**config.mk**
```make
export PLATFORM = sky130hd
export DESIGN_NAME = ambient_light_auto_brightness
export DESIGN_NICKNAME = d
export VERILOG_FILES = /design/src/alab_pkg.sv /design/src/ambient_light_auto_brightness.sv
export SDC_FILE = /design/constraint.sdc
export NUM_CORES = 1
export LEC_CHECK = 0
export ABC_CLOCK_PERIOD_IN_PS = 5900
export BUFFER_PORTS_ARGS = -buffer_cell sky130_fd_sc_hd__buf_4
export CAP_MARGIN = 20
export CORE_UTILIZATION = 40
export DETAILED_ROUTE_END_ITERATION = 10
export PLACE_DENSITY = 0.68
export SLEW_MARGIN = 20
export SYNTH_ARGS = -nofsm -noshare
export SYNTH_HDL_FRONTEND = slang
export SYNTH_SLANG_ARGS = --single-unit
```
**constraint.sdc**
```tcl
create_clock -name aclk -period 5.9 [get_ports aclk]
set_input_delay 1.18 -clock aclk [delete_from_list [all_inputs] [get_ports aclk]]
set_output_delay 1.18 -clock aclk [all_outputs]
set_load 0.03 [all_outputs]
```
**src/alab_pkg.sv**
```systemverilog
// Package for the ambient light auto brightness block: segment table,
// status and register codes, and the fixed widths of the serial divider.
// No dependencies.
`default_nettype none

package alab_pkg;

    localparam int SEGMENTS    = 6;
    localparam int TABLE_SLOTS = 16;
    localparam int SLOT_W      = 4;

    localparam int SAMPLE_W = 16;
    localparam int LEVEL_W  = 7;
    localparam int TIME_W   = 40;
    localparam int PAUSE_W  = 20;
    localparam int WEIGHT_W = 4;

    localparam int DVD_W = SAMPLE_W + LEVEL_W;
    localparam int DVS_W = SAMPLE_W;
    localparam int CNT_W = 5;

    localparam int ADDR_W = 4;
    localparam int DATA_W = 32;

    typedef struct packed {
        logic [SAMPLE_W-1:0] upper;
        logic [LEVEL_W-1:0]  lo_level;
        logic [LEVEL_W-1:0]  hi_level;
    } seg_row_t;

    localparam seg_row_t SEG_TABLE [TABLE_SLOTS] = '{
        '{16'd5,      7'd5,  7'd20},
        '{16'd30,     7'd20, 7'd40},
        '{16'd100,    7'd40, 7'd60},
        '{16'd300,    7'd60, 7'd80},
        '{16'd800,    7'd80, 7'd95},
        '{16'hFFFF,   7'd95, 7'd100},
        '{16'd0, 7'd0, 7'd0}, '{16'd0, 7'd0, 7'd0},
        '{16'd0, 7'd0, 7'd0}, '{16'd0, 7'd0, 7'd0},
        '{16'd0, 7'd0, 7'd0}, '{16'd0, 7'd0, 7'd0},
        '{16'd0, 7'd0, 7'd0}, '{16'd0, 7'd0, 7'd0},
        '{16'd0, 7'd0, 7'd0}, '{16'd0, 7'd0, 7'd0}
    };

    localparam logic [2:0] STS_APPLIED  = 3'd0;
    localparam logic [2:0] STS_HELD     = 3'd1;
    localparam logic [2:0] STS_PAUSED   = 3'd2;
    localparam logic [2:0] STS_ABSENT   = 3'd3;
    localparam logic [2:0] STS_ERROR    = 3'd4;
    localparam logic [2:0] STS_OVERRIDE = 3'd5;

    localparam logic [1:0] RS_OK     = 2'd0;
    localparam logic [1:0] RS_ABSENT = 2'd1;

    localparam logic [1:0] REG_HYST   = 2'd0;
    localparam logic [1:0] REG_WEIGHT = 2'd1;
    localparam logic [1:0] REG_PAUSE  = 2'd2;

    localparam logic [LEVEL_W-1:0]  HYST_RESET   = 7'd2;
    localparam logic [WEIGHT_W-1:0] WEIGHT_RESET = 4'd1;
    localparam logic [PAUSE_W-1:0]  PAUSE_RESET  = 20'd30000;

endpackage

`default_nettype wire

```
**src/ambient_light_auto_brightness.sv**
```systemverilog
// Top level of the ambient light auto brightness block: stream ports,
// APB register port, control sequencer and bit-serial divider.
// Depends on alab_pkg.
`default_nettype none

// Each input beat is a poll or a manual override notice, and each gives
// exactly one result beat. Overrides, paused polls and failed reads go from
// acceptance straight to the result state, which loads the output register
// once it is free. A good poll first runs the control states and up to two
// passes of the restoring divider (segment interpolation, then smoothing).
// The divider retires one quotient bit a cycle. One item is worked on at a
// time; the next is accepted while the previous result still waits on the
// master side.
module ambient_light_auto_brightness (
    input  wire logic                        aclk,
    input  wire logic                        aresetn,
    input  wire logic                        s_tvalid,
    output logic                             s_tready,
    // now_ms [39:0], light_sample [55:40], read_status [57:56], zeros
    input  wire logic [63:0]                 s_tdata,
    // mode [0]
    input  wire logic                        s_tuser,
    output logic                             m_tvalid,
    input  wire logic                        m_tready,
    // level [6:0], drive_strobe [7]
    output logic [7:0]                       m_tdata,
    // status [2:0]
    output logic [2:0]                       m_tuser,
    input  wire logic                        psel,
    input  wire logic                        penable,
    input  wire logic                        pwrite,
    input  wire logic [alab_pkg::ADDR_W-1:0] paddr,
    input  wire logic [alab_pkg::DATA_W-1:0] pwdata,
    output logic [alab_pkg::DATA_W-1:0]      prdata,
    output logic                             pready
);
    import alab_pkg::*;

    localparam logic [2:0] ST_IDLE   = 3'd0;
    localparam logic [2:0] ST_MAP    = 3'd1;
    localparam logic [2:0] ST_MUL    = 3'd2;
    localparam logic [2:0] ST_DIV    = 3'd3;
    localparam logic [2:0] ST_POST   = 3'd4;
    localparam logic [2:0] ST_SMOOTH = 3'd5;
    localparam logic [2:0] ST_HYST   = 3'd6;
    localparam logic [2:0] ST_RESULT = 3'd7;

    logic [2:0]          state_reg, state_next;
    logic [LEVEL_W-1:0]  hyst_reg, hyst_next;
    logic [WEIGHT_W-1:0] weight_reg, weight_next;
    logic [PAUSE_W-1:0]  pause_reg, pause_next;
    logic [LEVEL_W-1:0]  smoothed_level_reg, smoothed_level_next;
    logic                smoothed_valid_reg, smoothed_valid_next;
    logic [LEVEL_W-1:0]  applied_level_reg, applied_level_next;
    logic                applied_valid_reg, applied_valid_next;
    logic [TIME_W-1:0]   pause_until_reg, pause_until_next;
    logic                phase_reg, phase_next;
    logic [CNT_W-1:0]    cnt_reg, cnt_next;
    logic                m_tvalid_reg, m_tvalid_next;

    logic [SAMPLE_W-1:0] sample_reg, sample_next;
    logic [2:0]          status_reg, status_next;
    logic                strobe_reg, strobe_next;
    logic [LEVEL_W-1:0]  target_reg, target_next;
    logic [LEVEL_W-1:0]  lo_level_reg, lo_level_next;
    logic [LEVEL_W-1:0]  hi_level_reg, hi_level_next;
    logic [LEVEL_W-1:0]  span_reg, span_next;
    logic [SAMPLE_W-1:0] offset_reg, offset_next;
    logic [DVS_W-1:0]    divisor_reg, divisor_next;
    logic [DVS_W-1:0]    rem_reg, rem_next;
    logic [DVD_W-1:0]    quo_reg, quo_next;
    logic [2:0]          m_status_reg, m_status_next;
    logic [LEVEL_W-1:0]  m_level_reg, m_level_next;
    logic                m_strobe_reg, m_strobe_next;

    logic                cfg_write;
    logic                s_accept;
    logic [TIME_W:0]     pause_sum;
    logic [TIME_W-1:0]   pause_end;
    logic                in_pause;
    logic [SLOT_W-1:0]   seg_idx;
    logic                seg_found;
    seg_row_t            seg_row;
    logic [SAMPLE_W-1:0] prev_upper;
    logic                map_direct;
    logic [DVS_W:0]      trial;
    logic                trial_ge;
    logic [DVS_W:0]      trial_diff;
    logic [DVD_W-1:0]    map_prod;
    logic [DVD_W:0]      map_val;
    logic [10:0]         smooth_prod;
    logic [10:0]         smooth_sum;
    logic [LEVEL_W-1:0]  level_diff;

    assign pready    = 1'b1;
    assign cfg_write = psel && penable && pwrite && pready;
    assign s_tready  = (state_reg == ST_IDLE);
    assign s_accept  = s_tvalid && s_tready;
    assign m_tvalid  = m_tvalid_reg;
    assign m_tdata   = {m_strobe_reg, m_level_reg};
    assign m_tuser   = m_status_reg;

    always_comb begin
        case (paddr[3:2])
            REG_HYST:   prdata = {{(DATA_W-LEVEL_W){1'b0}}, hyst_reg};
            REG_WEIGHT: prdata = {{(DATA_W-WEIGHT_W){1'b0}}, weight_reg};
            REG_PAUSE:  prdata = {{(DATA_W-PAUSE_W){1'b0}}, pause_reg};
            default:    prdata = '0;
        endcase
    end

    assign pause_sum = {1'b0, s_tdata[TIME_W-1:0]} + {{(TIME_W+1-PAUSE_W){1'b0}}, pause_reg};
    assign pause_end = pause_sum[TIME_W] ? {TIME_W{1'b1}} : pause_sum[TIME_W-1:0];
    assign in_pause  = (pause_until_reg != '0) && (s_tdata[TIME_W-1:0] < pause_until_reg);

    always_comb begin
        seg_idx   = '0;
        seg_found = 1'b0;
        for (int i = 0; i < SEGMENTS; i++) begin
            if (!seg_found && (sample_reg <= SEG_TABLE[i].upper || i == SEGMENTS - 1)) begin
                seg_idx   = SLOT_W'(i);
                seg_found = 1'b1;
            end
        end
    end

    assign seg_row    = SEG_TABLE[seg_idx];
    assign prev_upper = (seg_idx == '0) ? '0 : SEG_TABLE[seg_idx - 1'b1].upper;
    assign map_direct = (seg_idx == '0) || (sample_reg <= prev_upper)
                        || (seg_row.upper <= prev_upper);

    assign trial      = {rem_reg, quo_reg[DVD_W-1]};
    assign trial_ge   = (trial >= {1'b0, divisor_reg});
    assign trial_diff = trial - {1'b0, divisor_reg};

    assign map_prod    = DVD_W'(offset_reg) * DVD_W'(span_reg);
    assign map_val     = {{(DVD_W+1-LEVEL_W){1'b0}}, lo_level_reg} + {1'b0, quo_reg};
    assign smooth_prod = 11'(smoothed_level_reg) * 11'(weight_reg);
    assign smooth_sum  = smooth_prod + {4'd0, target_reg};
    assign level_diff  = (smoothed_level_reg >= applied_level_reg)
                         ? smoothed_level_reg - applied_level_reg
                         : applied_level_reg - smoothed_level_reg;

    always_comb begin
        state_next          = state_reg;
        hyst_next           = hyst_reg;
        weight_next         = weight_reg;
        pause_next          = pause_reg;
        smoothed_level_next = smoothed_level_reg;
        smoothed_valid_next = smoothed_valid_reg;
        applied_level_next  = applied_level_reg;
        applied_valid_next  = applied_valid_reg;
        pause_until_next    = pause_until_reg;
        phase_next          = phase_reg;
        cnt_next            = cnt_reg;
        m_tvalid_next       = m_tvalid_reg && !m_tready;
        sample_next         = sample_reg;
        status_next         = status_reg;
        strobe_next         = strobe_reg;
        target_next         = target_reg;
        lo_level_next       = lo_level_reg;
        hi_level_next       = hi_level_reg;
        span_next           = span_reg;
        offset_next         = offset_reg;
        divisor_next        = divisor_reg;
        rem_next            = rem_reg;
        quo_next            = quo_reg;
        m_status_next       = m_status_reg;
        m_level_next        = m_level_reg;
        m_strobe_next       = m_strobe_reg;

        if (cfg_write) begin
            case (paddr[3:2])
                REG_HYST:   hyst_next   = pwdata[LEVEL_W-1:0];
                REG_WEIGHT: weight_next = pwdata[WEIGHT_W-1:0];
                REG_PAUSE:  pause_next  = pwdata[PAUSE_W-1:0];
                default:    ;
            endcase
        end

        case (state_reg)
            ST_IDLE: begin
                if (s_accept) begin
                    sample_next = s_tdata[55:40];
                    strobe_next = 1'b0;
                    state_next  = ST_RESULT;
                    if (s_tuser) begin
                        pause_until_next = pause_end;
                        status_next      = STS_OVERRIDE;
                    end else if (in_pause) begin
                        status_next = STS_PAUSED;
                    end else begin
                        pause_until_next = '0;
                        if (s_tdata[57:56] == RS_OK) begin
                            state_next = ST_MAP;
                        end else if (s_tdata[57:56] == RS_ABSENT) begin
                            status_next = STS_ABSENT;
                        end else begin
                            status_next = STS_ERROR;
                        end
                    end
                end
            end
            ST_MAP: begin
                lo_level_next = seg_row.lo_level;
                hi_level_next = seg_row.hi_level;
                span_next     = (seg_row.hi_level >= seg_row.lo_level)
                                ? seg_row.hi_level - seg_row.lo_level : '0;
                offset_next   = sample_reg - prev_upper;
                divisor_next  = seg_row.upper - prev_upper;
                if (map_direct) begin
                    target_next = seg_row.lo_level;
                    state_next  = ST_SMOOTH;
                end else begin
                    state_next = ST_MUL;
                end
            end
            ST_MUL: begin
                quo_next   = map_prod;
                rem_next   = '0;
                cnt_next   = '0;
                phase_next = 1'b0;
                state_next = ST_DIV;
            end
            ST_DIV: begin
                rem_next = trial_ge ? trial_diff[DVS_W-1:0] : trial[DVS_W-1:0];
                quo_next = {quo_reg[DVD_W-2:0], trial_ge};
                cnt_next = cnt_reg + 1'b1;
                if (cnt_reg == CNT_W'(DVD_W - 1)) begin
                    state_next = ST_POST;
                end
            end
            ST_POST: begin
                if (!phase_reg) begin
                    target_next = (map_val > {{(DVD_W+1-LEVEL_W){1'b0}}, hi_level_reg})
                                  ? hi_level_reg : map_val[LEVEL_W-1:0];
                    state_next  = ST_SMOOTH;
                end else begin
                    smoothed_level_next = quo_reg[LEVEL_W-1:0];
                    state_next          = ST_HYST;
                end
            end
            ST_SMOOTH: begin
                if (!smoothed_valid_reg) begin
                    smoothed_level_next = target_reg;
                    smoothed_valid_next = 1'b1;
                    state_next          = ST_HYST;
                end else begin
                    quo_next     = {{(DVD_W-11){1'b0}}, smooth_sum};
                    divisor_next = {{(DVS_W-WEIGHT_W-1){1'b0}},
                                    {1'b0, weight_reg} + 1'b1};
                    rem_next     = '0;
                    cnt_next     = '0;
                    phase_next   = 1'b1;
                    state_next   = ST_DIV;
                end
            end
            ST_HYST: begin
                if (!applied_valid_reg || level_diff >= hyst_reg) begin
                    applied_level_next = smoothed_level_reg;
                    applied_valid_next = 1'b1;
                    status_next        = STS_APPLIED;
                    strobe_next        = 1'b1;
                end else begin
                    status_next = STS_HELD;
                    strobe_next = 1'b0;
                end
                state_next = ST_RESULT;
            end
            ST_RESULT: begin
                // The result beat waits here until the output register is free.
                if (!m_tvalid_reg || m_tready) begin
                    m_tvalid_next = 1'b1;
                    m_status_next = status_reg;
                    m_level_next  = smoothed_level_reg;
                    m_strobe_next = strobe_reg;
                    state_next    = ST_IDLE;
                end
            end
            default: state_next = ST_IDLE;
        endcase
    end

    always_ff @(posedge aclk) begin
        if (!aresetn) begin
            state_reg          <= ST_IDLE;
            hyst_reg           <= HYST_RESET;
            weight_reg         <= WEIGHT_RESET;
            pause_reg          <= PAUSE_RESET;
            smoothed_level_reg <= '0;
            smoothed_valid_reg <= 1'b0;
            applied_level_reg  <= '0;
            applied_valid_reg  <= 1'b0;
            pause_until_reg    <= '0;
            phase_reg          <= 1'b0;
            cnt_reg            <= '0;
            m_tvalid_reg       <= 1'b0;
        end else begin
            state_reg          <= state_next;
            hyst_reg           <= hyst_next;
            weight_reg         <= weight_next;
            pause_reg          <= pause_next;
            smoothed_level_reg <= smoothed_level_next;
            smoothed_valid_reg <= smoothed_valid_next;
            applied_level_reg  <= applied_level_next;
            applied_valid_reg  <= applied_valid_next;
            pause_until_reg    <= pause_until_next;
            phase_reg          <= phase_next;
            cnt_reg            <= cnt_next;
            m_tvalid_reg       <= m_tvalid_next;
        end
    end

    always_ff @(posedge aclk) begin
        sample_reg   <= sample_next;
        status_reg   <= status_next;
        strobe_reg   <= strobe_next;
        target_reg   <= target_next;
        lo_level_reg <= lo_level_next;
        hi_level_reg <= hi_level_next;
        span_reg     <= span_next;
        offset_reg   <= offset_next;
        divisor_reg  <= divisor_next;
        rem_reg      <= rem_next;
        quo_reg      <= quo_next;
        m_status_reg <= m_status_next;
        m_level_reg  <= m_level_next;
        m_strobe_reg <= m_strobe_next;
    end

endmodule

`default_nettype wire

```
---- After elaboration in Yosys (flattened, before gate mapping) ----
Memories as Yosys holds them, arrays and structs flattened.
Cells that the tools add are included.
storage, ports and cells
  register bits after elaboration ......... 227
  bits in latches ......................... 0
  RAM bits ................................ 0
  bits in read-only memories .............. 960
  bits of input ports ..................... 108
  output and inout bits ................... 46
  word-level logic and storage cells ...... 186
  memories ................................ 2
cells by class
  add/subtract/negate cells ............... 12
  $mul .................................... 2
  divide/modulo/power cells ............... 0
  $lt $le $gt $ge ......................... 15
  equality and inequality tests ........... 21
  shifts and indexed selects .............. 0
  multiplexer cells ....................... 60
  bitwise logic cells ..................... 2
  reductions and logical operators ........ 46
memories
  memory            words  bits a word  rd ports  clocked after Yosys merged registers in  write ports  RTL line                              RTL
  (name not given)  16     30           1         0                                        0            ambient_light_auto_brightness.sv:128  assign prev_upper = (seg_idx == '0) ? '0 : SEG_TABLE[seg_idx - 1'b1].upper;
  (name not given)  16     30           1         0                                        0            ambient_light_auto_brightness.sv:127  assign seg_row = SEG_TABLE[seg_idx];
operators by type and width
  kind                              number
  2-to-1 mux 30 bit                 4
  2-to-1 mux 40 bit                 3
  case mux 23 bit (3 select lines)  1
  2-to-1 mux 16 bit                 4
  case mux 20 bit (3 select lines)  1
  case mux 16 bit (3 select lines)  1
  subtractor 16 bit                 3
  2-to-1 mux 7 bit                  6
  adder 40 x 20 -> 41 bit           1
  < comparator 40 bit               1
  nonzero test 40 bit               1
  2-to-1 mux 3 bit                  13
  <= comparator 16 bit              2
  case mux 16 bit (2 select lines)  1
  case mux 7 bit (2 select lines)   2
  adder 7 x 23 -> 24 bit            1
  > comparator 24 x 7 -> 1 bit      1
  case mux 3 bit (8 select lines)   1
  multiplier 16 x 7 -> 23 bit       1
  2-to-1 mux 23 bit                 1
  >= comparator 7 bit               3
  subtractor 7 bit                  3
  AND reduction 2 bit               10
  >= comparator 17 x 16 -> 1 bit    1
  37 further kinds                  92

---- Logic depth before layout (Yosys ltp) ----
  word-level depth ........................ 26
  gate-level depth with buffers ........... 21
  mapped depth without buffers ............ 21

---- Worst setup path before layout ----
OpenSTA, ideal clock, no wires.
  path type ............................... reg-to-reg
  start ................................... register span_reg[3]
  end ..................................... register quo_reg[15] (data pin)
  library setup time ...................... 264 ps
  arrival ................................. 4905 ps
  path slack .............................. 731 ps
  stages on the path, launching flop included .. 18
  path buffers ............................ 2
  cell sequence ........................... edfxtp_1 > clkbuf_1 > clkbuf_1 > nand2_1 > fa_1 > inv_1 > fa_1 > fa_1 > fa_1 > ha_1 > and3_1 > and3_1 > a21o_1 > or4_1 > a21o_1 > a21oi_1 > xnor2_1 > o21ai_1
on the way
  word-level cells in the longest chain between the ends .. 2
RTL lines
  element                           RTL line                              RTL
  start: declaration                ambient_light_auto_brightness.sv:67   logic [LEVEL_W-1:0] span_reg, span_next;
  start signal: assignment          ambient_light_auto_brightness.sv:321  span_reg <= span_next;
  multiplier 16 x 7 -> 23 bit       ambient_light_auto_brightness.sv:136  assign map_prod = DVD_W'(offset_reg) * DVD_W'(span_reg);
  case mux 23 bit (3 select lines)  ambient_light_auto_brightness.sv:181  case (state_reg)
  net quo_next[15]                  ambient_light_auto_brightness.sv:71   logic [DVD_W-1:0] quo_reg, quo_next;
  end signal: assignment            ambient_light_auto_brightness.sv:325  quo_reg <= quo_next;
  end: declaration                  ambient_light_auto_brightness.sv:71
The timed path passes the listed nets, and every way through them passes these cells.
A chain may end at the register's enable or synchronous reset.

---- Worst setup path in the final report ----
  start ................................... register span_reg[6]
  end ..................................... register quo_reg[22] (data pin)
Same word-level chain as after synthesis.

==> impl_metrics.yaml <==
timing:
  hold_ws_ns: 0.435
  tns_ns: 0
  period_share: 0.934
  finalSetupViolations: 0
  slew_viol_final: 0
  tightest_slew_ns: 1.07
  final.setup_skew_ns: 0.0132
  layout_min_cycle_time_ns: 5.51
  fmax_ghz: 0.181
  finalHoldViolations: 0
  fin_ws_ns: 0.388
  max_slew_margin: 0.286
  rsz0062_at_grt: "no"
detailed_routing:
  ant_nets: 0
  firstDrtPassIters: 5
  vias: 15588
  drc: 0
  routed_via_density: 5.51
  drt_iter0_drc: 923
  avgRoutedWirePerCell_um: 16.9
  drt_wl_total_um: 47900
place:
  post-place-ws_ns: 0.390
  io_buffers: 120
  post-dp-hpwl_um: 37700
  place_inst: 2777
  gp_congestion: 0.928
synth:
  synth.area.top_cells: "edfxtp_1, ha_1, dfxtp_1, fa_1, nand2_1"
  yosysUniqueCellTypes: 93
  synth_area_um2: 18900
  synthMuxAreaShare: 0.0225
  synth_seq_cells: 218
  synth_compound_area_frac: 0.175
  synth_edf_count: 121
  ys_seq_area_frac: 0.295
  ys_warn_count: 0
  yosysMostFrequentCell: "nand2_1"
  synth_fa_ha_area_frac: 0.227
  synth_top_family_by_area: "adder cells"
  syn_area_per_cell_um2: 9.00
  synth_cells: 2098
  synth_top_area_frac: 0.192
  yosys.area_share.simple: 0.176
  synthFlopType: "edfxtp_1"
  ys_top_cells_by_count: "nand2_1, inv_1, ha_1"
  async_flop_share: 0
  synth-xor-area-share: 0.0385
  synth_top_cell_by_area: "edfxtp_1"
grt:
  grt_usage: 0.200
  grt_pass1_vias: 15510
  antenna_found_initial: 1
  grt_max_degree: 44
  grt_pass1_wl_um: 78200
  overflow: 0
cts:
  cts-htree-levels: 1
  postCtsResizedCells: 0
  cts-root-buf: "clkbuf_16"
  cts_tree: "yes"
  cts_made_buffers: 26
  clock_latency_ns: 0.56
  clk_pin_slew_worst_paths_ns: 0.06
  ctsLongestPathBuffers: 3
  cts_sinks: 218
worst_setup_path:
  endpoint: "quo_reg[22]"
  crit_path_end_kind: "register"
  arrival_ns: 5.80
  r2r_start: "span_reg[6]"
  path_delay_family: "adder cells"
  worst-path-buf-inv: 1
  r2r_end: "quo_reg[22]"
  crit_top_cell: "fa_1"
  crit_chain: "nand2_1 > fa_1 > fa_1 > fa_1 > inv_1 > fa_1 > ha_1 > o21ai_0 > o211ai_1 > a311oi_1 > a221oi_1 > a21oi_1 > o31ai_1 > xnor2_1 > o21ai_0"
  crit_cells: 15
  r2r_slack_ns: 0.39
  crit_start: "span_reg[6]"
  crit_required_ns: 6.19
  r2r_cells: 15
  critPathKind: "reg -> reg"
  startpoint_type: "register"
  slowest_delay_ns: 0.73
  cp_max_fo: 16
  crit_slowest_cell: "edfxtp_1"
pwr:
  peakVddDrop_mv: 0.685
  p_leak_nw: 9.11
  p_per_area_nw_per_um2: 578
  finalPower_mw: 12.3
floorplanning:
  row_count: 79
  die_x_um: 219
  start_util: 0.405
  io-pin-count: 154
  dieArea_um2: 48100
  fp.dieH_um: 219
  core-area_um2: 46600
cells_and_area:
  final_nets: 2597
  syn_to_final_growth_pct: 12.4
  largest_reg_flops: 40
  instances_no_fill: 2828
  drive_gt1_frac: 0.104
  n_antenna_cell: 0
outcome:
  status: "finished, final reports clean"
hold_path:
  hold_path_depth: 0
  hold_path.class: "reg -> reg"
job:
  cap_viol_max_count: 0
[power by group]
| part | internal (mW) | total, mW | switching, mW |
|---|---|---|---|
| Combinational | 3.46 | 8.03 | 4.57 |
| Sequential | 2.29 | 2.64 | 0.349 |
| Clock | 0.918 | 1.59 | 0.671 |
[repair_timing]
item                       CTS  global route
setup buffers                0             3
hold buffers                 0             0
setup endpoints to repair    0             1
[worst min-delay path by stage]
| stage | from | endpoint | slack (ns) |
|---|---|---|---|
| after floorplan | strobe_reg | m_strobe_reg | 0.40 |
| after global placement | strobe_reg | m_strobe_reg | 0.40 |
| after detailed placement | strobe_reg | m_strobe_reg | 0.42 |
| after CTS | strobe_reg | m_strobe_reg | 0.43 |
| after global routing | strobe_reg | m_strobe_reg | 0.44 |
| final | strobe_reg | m_strobe_reg | 0.44 |
[per-layer routing]
| layer | share of wire | global-route usage | wire (µm) | vias to the layer above |
|---|---|---|---|---|
| li1 | - | - | - | 7611 |
| met1 | 0.44 | 0.259 | 20900 | 7502 |
| met2 | 0.48 | 0.340 | 23100 | 374 |
| met3 | 0.052 | 0.0284 | 2480 | 99 |
| met4 | 0.030 | 0.0657 | 1420 | 2 |
| met5 | 0.00035 | 0 | 17 | - |
[cells in the final DEF, fill, tap and decap left out, types with 25 or more instances in the layout]
master     netlist  routed
xnor2_1         55      55
nand3_1         46      46
edfxtp_1       121     121
a21oi_1        126     126
o21ai_0         88      88
mux2i_1         39      39
o2bb2ai_1       30      30
nor3_1          31      31
ha_1           197     197
nor2_1         133     132
fa_1            91      91
and2_1          55      55
inv_1          223     223
nor2b_1         26      25
nand2_1        243     243
xor2_1          28      28
nor4_1          25      25
nand4_1         27      27
clkbuf_16        0      26
a21o_1          47      47
dfxtp_1         97      97
buf_4           16     139
[stage by stage]
step	util	area, µm²
after detailed placement	0.437	20400
after floorplan	-	18900
after CTS	0.455	21200
after global placement	0.437	20400
final	0.456	21200
after global routing	0.456	21200
[layout make-up]
type	instances	area (µm²)
clock buffers	35	694
fillers	4440	25300
clock inverters	13	136
multi-input cells	1590	12200
flip-flops and latches	218	5580
repair buffers	139	1040
well taps	607	759
inverters	226	848
[kinds of logic (layout without fill, tap and decap cells)]
logic type / count (synthesis) / in the layout
simple gates: 677 / 677
fa+ha+maj: 288 / 288
mux: 42 / 42
buf+inv: 302 / 413
compound gates: 486 / 486
flops: 218 / 218
other cells: 2 / 14
xor+xnor: 83 / 83
Power figures use the tool's default switching activity.
